### config.mk
export PLATFORM = sky130hd
export DESIGN_NAME = chunked_crc32_checksum_gen_top
export DESIGN_NICKNAME = d
export VERILOG_FILES = /design/src/sv/cc32_pkg.sv /design/src/sv/cc32_crc_byte.sv /design/src/sv/cc32_chunk_ctl.sv /design/src/sv/chunked_crc32_checksum_gen_top.sv
export SDC_FILE = /design/constraint.sdc
export NUM_CORES = 1
export LEC_CHECK = 0
export ABC_AREA = 1
export BUFFER_PORTS_ARGS = -buffer_cell sky130_fd_sc_hd__buf_2
export CAP_MARGIN = 20
export CORE_UTILIZATION = 64
export CTS_CLUSTER_SIZE = 28
export DETAILED_ROUTE_END_ITERATION = 10
export GPL_ROUTABILITY_DRIVEN = 0
export PLACE_DENSITY = 0.83
export SLEW_MARGIN = 10
export SYNTH_ARGS = -nofsm -noshare
export SYNTH_HDL_FRONTEND = slang
export SYNTH_SLANG_ARGS = --single-unit
### constraint.sdc
create_clock -name i_clk -period 5.6 [get_ports i_clk]
set_clock_uncertainty 0.1 [all_clocks]
set_input_delay 1.12 -clock i_clk [delete_from_list [all_inputs] [get_ports i_clk]]
set_output_delay 1.12 -clock i_clk [all_outputs]
set_load 0.05 [all_outputs]
### src/sv/cc32_pkg.sv
package cc32_pkg;

    localparam int CHUNK_BYTES  = 512;
    localparam int PACKET_BYTES = 65536;

    localparam int CHUNK_W = (CHUNK_BYTES > 1) ? $clog2(CHUNK_BYTES) : 1;
    localparam int PKT_W   = $clog2(PACKET_BYTES);

    localparam logic [CHUNK_W-1:0] CHUNK_LAST  = CHUNK_W'(CHUNK_BYTES - 1);
    localparam logic [PKT_W-1:0]   PACKET_LAST = PKT_W'(PACKET_BYTES - 1);

    localparam logic [31:0] CRC_POLY = 32'hEDB8_8320;
    localparam logic [31:0] CRC_INIT = 32'hFFFF_FFFF;

    localparam int IN_DATA_W  = 8;
    localparam int OUT_DATA_W = 64;

    typedef struct packed {
        logic [31:0] packet_number;
        logic        ends_block;
        logic        ends_packet;
        logic [31:0] chunk_crc;
    } t_result;

endpackage

### src/sv/cc32_crc_byte.sv
module cc32_crc_byte
    import cc32_pkg::*;
(
    input  logic [31:0] i_crc,
    input  logic [7:0]  i_byte,
    output logic [31:0] o_crc
);

    always_comb begin
        logic [31:0] v_crc;
        v_crc = i_crc ^ {24'd0, i_byte};
        for (int k = 0; k < 8; k++) begin
            v_crc = (v_crc >> 1) ^ (CRC_POLY & {32{v_crc[0]}});
        end
        o_crc = v_crc;
    end

endmodule

### src/sv/cc32_chunk_ctl.sv
module cc32_chunk_ctl
    import cc32_pkg::*;
(
    input  logic        i_clk,
    input  logic        i_rst_n,
    input  logic        i_step,
    input  logic [7:0]  i_byte,
    input  logic        i_last,
    output logic        o_fire,
    output t_result     o_res
);

    logic [31:0]        r_crc;
    logic [CHUNK_W-1:0] r_chunk_bytes;
    logic [PKT_W-1:0]   r_pkt_bytes;
    logic [31:0]        r_pkt_seq;

    logic [31:0]        n_crc;
    logic               chunk_full;
    logic               pkt_end;

    cc32_crc_byte u_crc (
        .i_crc  (r_crc),
        .i_byte (i_byte),
        .o_crc  (n_crc)
    );

    assign chunk_full = (r_chunk_bytes == CHUNK_LAST);
    assign pkt_end    = (r_pkt_bytes == PACKET_LAST);
    assign o_fire     = chunk_full || pkt_end || i_last;

    assign o_res.chunk_crc     = ~n_crc;
    assign o_res.ends_packet   = pkt_end || i_last;
    assign o_res.ends_block    = i_last;
    assign o_res.packet_number = r_pkt_seq;

    always_ff @(posedge i_clk) begin
        if (!i_rst_n) begin
            r_crc         <= CRC_INIT;
            r_chunk_bytes <= '0;
            r_pkt_bytes   <= '0;
            r_pkt_seq     <= '0;
        end else if (i_step) begin
            priority if (i_last) begin
                r_crc         <= CRC_INIT;
                r_chunk_bytes <= '0;
                r_pkt_bytes   <= '0;
                r_pkt_seq     <= '0;
            end else if (pkt_end) begin
                r_crc         <= CRC_INIT;
                r_chunk_bytes <= '0;
                r_pkt_bytes   <= '0;
                r_pkt_seq     <= r_pkt_seq + 32'd1;
            end else if (chunk_full) begin
                r_crc         <= CRC_INIT;
                r_chunk_bytes <= '0;
                r_pkt_bytes   <= r_pkt_bytes + PKT_W'(1);
            end else begin
                r_crc         <= n_crc;
                r_chunk_bytes <= r_chunk_bytes + CHUNK_W'(1);
                r_pkt_bytes   <= r_pkt_bytes + PKT_W'(1);
            end
        end
    end

endmodule

### src/sv/chunked_crc32_checksum_gen_top.sv
// channel  dir  tdata                          tuser        tlast
// s        in   [7:0] data_byte                -            block_end
// m        out  [31:0] chunk_crc,              ends_packet  ends_block
//               [63:32] packet_number
//
// one byte per clock sustained while the result side does not stall; a request passes an
// input register, then a result register that is loaded together with the crc and chunk counters
// the single-byte crc step between input register and counters sets the clock path
// synchronous active-low reset clears counters, crc and both valid flags
// a stalled result holds the output register; the input register still
// advances when its byte finishes no chunk
module chunked_crc32_checksum_gen_top
    import cc32_pkg::*;
(
    input  logic                  i_clk,
    input  logic                  i_rst_n,
    input  logic                  i_s_tvalid,
    output logic                  o_s_tready,
    input  logic [IN_DATA_W-1:0]  i_s_tdata,   // data_byte
    input  logic                  i_s_tlast,
    output logic                  o_m_tvalid,
    input  logic                  i_m_tready,
    output logic [OUT_DATA_W-1:0] o_m_tdata,   // chunk_crc, packet_number
    output logic                  o_m_tuser,   // ends_packet
    output logic                  o_m_tlast
);

    logic        r_in_valid;
    logic [7:0]  r_in_byte;
    logic        r_in_last;
    logic        r_out_valid;
    t_result     r_out;

    logic        fire;
    logic        step;
    t_result     res;

    assign step       = r_in_valid && (!fire || !r_out_valid || i_m_tready);
    assign o_s_tready = !r_in_valid || step;

    cc32_chunk_ctl u_ctl (
        .i_clk   (i_clk),
        .i_rst_n (i_rst_n),
        .i_step  (step),
        .i_byte  (r_in_byte),
        .i_last  (r_in_last),
        .o_fire  (fire),
        .o_res   (res)
    );

    always_ff @(posedge i_clk) begin
        if (!i_rst_n) begin
            r_in_valid <= 1'b0;
        end else if (o_s_tready) begin
            r_in_valid <= i_s_tvalid;
        end
    end

    always_ff @(posedge i_clk) begin
        if (o_s_tready && i_s_tvalid) begin
            r_in_byte <= i_s_tdata[7:0];
            r_in_last <= i_s_tlast;
        end
    end

    always_ff @(posedge i_clk) begin
        if (!i_rst_n) begin
            r_out_valid <= 1'b0;
        end else if (step && fire) begin
            r_out_valid <= 1'b1;
        end else if (i_m_tready) begin
            r_out_valid <= 1'b0;
        end
    end

    always_ff @(posedge i_clk) begin
        if (step && fire) begin
            r_out <= res;
        end
    end

    assign o_m_tvalid = r_out_valid;
    assign o_m_tdata  = {r_out.packet_number, r_out.chunk_crc};
    assign o_m_tuser  = r_out.ends_packet;
    assign o_m_tlast  = r_out.ends_block;

endmodule

==> results.sh <==
export IMPL_status="completed"
export IMPL_final_hold_viol_count=0
export IMPL_slew_headroom=0.459
export IMPL_drtIter0Drc=645
export IMPL_root_buffer="clkbuf_16"
export IMPL_cts_made_buffers=17
export IMPL_synthCells=1077
export IMPL_seqPwrFrac=0.470
export IMPL_cp_cell_sequence="ha_1 -> nand2_1 -> inv_1 -> nand4_1 -> nor2_1 -> ha_1 -> inv_1 -> nand3_4 -> nand3_1 -> buf_2"
export IMPL_setup_slack_ns=2.22
export IMPL_pre_cts_slack_ns=2.21
export IMPL_synth_seq_cells=166
export IMPL_ir_drop_v=0.000224
export IMPL_end_kind="output port"
export IMPL_wl_per_cell_um=14.2
export IMPL_rsz0062_at_grt="false"
export IMPL_fmax_mhz=296
export IMPL_synth_top_area_cell="edfxtp_1"
export IMPL_arrival_ns=2.16
export IMPL_drtPass1Iterations=5
export IMPL_cts_hold_buf=0
export IMPL_fin_crit_sh=0.603
export IMPL_crit_type="reg2out"
export IMPL_num_vias=7081
export IMPL_yosysUniqueCellTypes=33
export IMPL_ant_nets=0
export IMPL_track_usage=0.300
export IMPL_cts_setup_buffers=0
export IMPL_tightestPinTransition_ns=0.812
export IMPL_antennaDiodeCount=0
export IMPL_dp_cells=1298
export IMPL_r2r_start="u_ctl.r_chunk_bytes[0]"
export IMPL_share_comb_of_total_power=0.151
export IMPL_cap_violations=0
export IMPL_leakage_nw=3.98
export IMPL_setup_viol=0
export IMPL_clock_power_share=0.379
export IMPL_insertion_delay_ns=0.43
export IMPL_cts_tree="built"
export IMPL_via_per_inst=5.32
export IMPL_clk_pin_slew_worst_paths_ns=0.07
export IMPL_grt_pass1_vias=6678
export IMPL_maxSlewViolCount=0
export IMPL_worst_path_max_fanout=4
export IMPL_p_total_mw=2.89
export IMPL_io_pins=81
export IMPL_yosysWarnings=0
export IMPL_final_nets=1163
export IMPL_cp_required_ns=4.38
export IMPL_internal_power_mw=2.08
export IMPL_drcViolationCount=0
export IMPL_core_um2=12700
export IMPL_port_buffers=80
export IMPL_ys_seq_area_frac=0.488
export IMPL_cts_sinks=166
export IMPL_place_hpwl_mm=12.9
export IMPL_grt_pass1_wl_mm=31.2
export IMPL_die_w_um=116
export IMPL_drive_gt1_frac=0.118
export IMPL_crit_start="u_ctl.r_chunk_bytes[0]"
export IMPL_grt_max_degree=75
export IMPL_syn_area_per_cell_um2=7.75
export IMPL_grt_overflow=0
export IMPL_crit_slowest_cell="dfxtp_1"
export IMPL_fin_cells=1330
export IMPL_h_tree_depth=4
export IMPL_num_rows=41
export IMPL_antenna_found_initial=0
export IMPL_switchingPower_mw=0.804
export IMPL_routed_wl_mm=18.8
export IMPL_fin_tns_setup_ns=0
export IMPL_synth_area_um2=8350
export IMPL_fin_crit_ns=3.38
export IMPL_dieArea_um2=13500
export IMPL_initial_core_util=0.659
export IMPL_synthDominantCellAreaShare=0.270
export IMPL_hold_path_class="reg2reg"
export IMPL_syn2layout_area_growth_pct=12.2
export IMPL_syn_nets=1094
export IMPL_swShare=0.279
export IMPL_clock_path_buffers=2
export IMPL_min_from="u_ctl.r_chunk_bytes[7]"
export IMPL_die_y_um=116
export IMPL_critPathMaxStageDelay_ns=0.38
export IMPL_post_cts_resized=0
export IMPL_nFillCells=974
export IMPL_powerDensity_nw_per_um2=308
export IMPL_synth_top_cells_by_area="edfxtp_1 27%, dfxtp_1 22%, nand2_1 17%, nor2_1 5.4%, xor2_1 5.1%"
export IMPL_start_kind="flop"
==> layout make-up <==
cell class	instances	area, um2	area share
Clock buffer	20	457	0.0487
Clock inverter	11	100	0.0107
Inverter	108	405	0.0433
Multi-Input combinational cell	769	3670	0.392
Sequential cell	166	4070	0.435
Tap cell	172	215	0.0230
Timing Repair Buffer	84	450	0.0481
==> cells by family (layout without fill, tap and decap cells) <==
family,after synthesis,in the layout,synth area share
DFF,166,166,0.488
and+or+nand+nor,610,610,0.300
xor gates and xnor gates,72,72,0.0755
AOI/OAI and AO/OA,83,83,0.0575
buffers and inverters,142,223,0.0727
adders and majority gates,4,4,0.00599
==> registers in the layout, summed over array words and instances (netlist names) <==
name                 count
r_in_last                1
o_m_tuser                1
r_in_valid               1
u_ctl.r_crc             32
r_in_byte                8
o_m_tvalid               1
u_ctl.r_chunk_bytes      9
o_m_tdata               64
o_m_tlast                1
u_ctl.r_pkt_seq         32
u_ctl.r_pkt_bytes       16
==> cells in the final DEF (no fill, tap or decap), types with 2 or more instances in the layout <==
cell	count
nand2_1	387
nor2_1	121
inv_1	101
dfxtp_1	91
buf_2	80
edfxtp_1	75
nand3_1	58
a21oi_1	55
xor2_1	49
xnor2_1	23
o211ai_1	20
clkbuf_16	17
nand4_1	14
nor3_1	10
inv_2	6
o21bai_1	6
nand2_2	4
or2_2	4
ha_1	4
clkinv_2	4
nand2_4	3
buf_4	3
nor2_2	2
o21ai_0	2
clkinv_4	2
clkinvlp_4	2
clkbuf_8	2
inv_6	2
==> metrics by stage <==
step	hold WS, ns	util	cell area (um2)
3_5_place_dp	0.377	0.693	8790
3_3_place_gp	0.357	0.693	8790
2_1_floorplan	0.347	-	8350
5_1_grt	0.423	0.740	9370
4_1_cts	0.387	0.737	9340
6_report	0.387	0.740	9370
==> cells in the mapped netlist (all sizes together) <==
library cell	count
nor4	1
nor3	10
clkbuf	14
a21oi	55
o21ai	2
o21bai	6
or2	4
nand3	60
inv	107
xnor2	23
and2	1
nand2	394
xor2	49
edfxtp	75
buf	20
clkinv	1
nor2	125
nand2b	1
o211ai	20
nand4	14
ha	4
dfxtp	91
==> routing by layer <==
layer  vias to the layer above  global-route usage  part of all wire  wire length [um]
met1                      3262               0.347              0.42              7880
met4                         0               0.156             0.040               746
met3                        54              0.0623             0.047               879
met2                       214               0.523              0.50              9330
met5                         -                   0                 0                 0
li1                       3551                   -                 -                 -
==> critical path, delay by kind of cell, from the launching register on <==
family / cells / cell delay [ns]
flops: 1 / 0.38
buf+inv: 3 / 0.44
fa+ha+maj: 2 / 0.39
simple gates: 5 / 0.54
==> final timing paths <==
check	end	slack [ns]	cells past startpoint
max	o_s_tready	2.22	10
min	u_ctl.r_chunk_bytes[7]	0.39	2
max reg2reg	u_ctl.r_crc[5]	2.41	13
min reg2reg	u_ctl.r_chunk_bytes[7]	0.39	2
==> power groups by stage <==
stage               sequential (mW)  combinational [mW]  clock [mW]
finish                         1.36               0.437        1.09
global route                   1.36               0.480        1.16
floorplan                      1.44               0.272           0
CTS                            1.36               0.431        1.11
detailed placement             1.38               0.427           0
global placement               1.38               0.418           0
(Power assumes the default switching activity.)
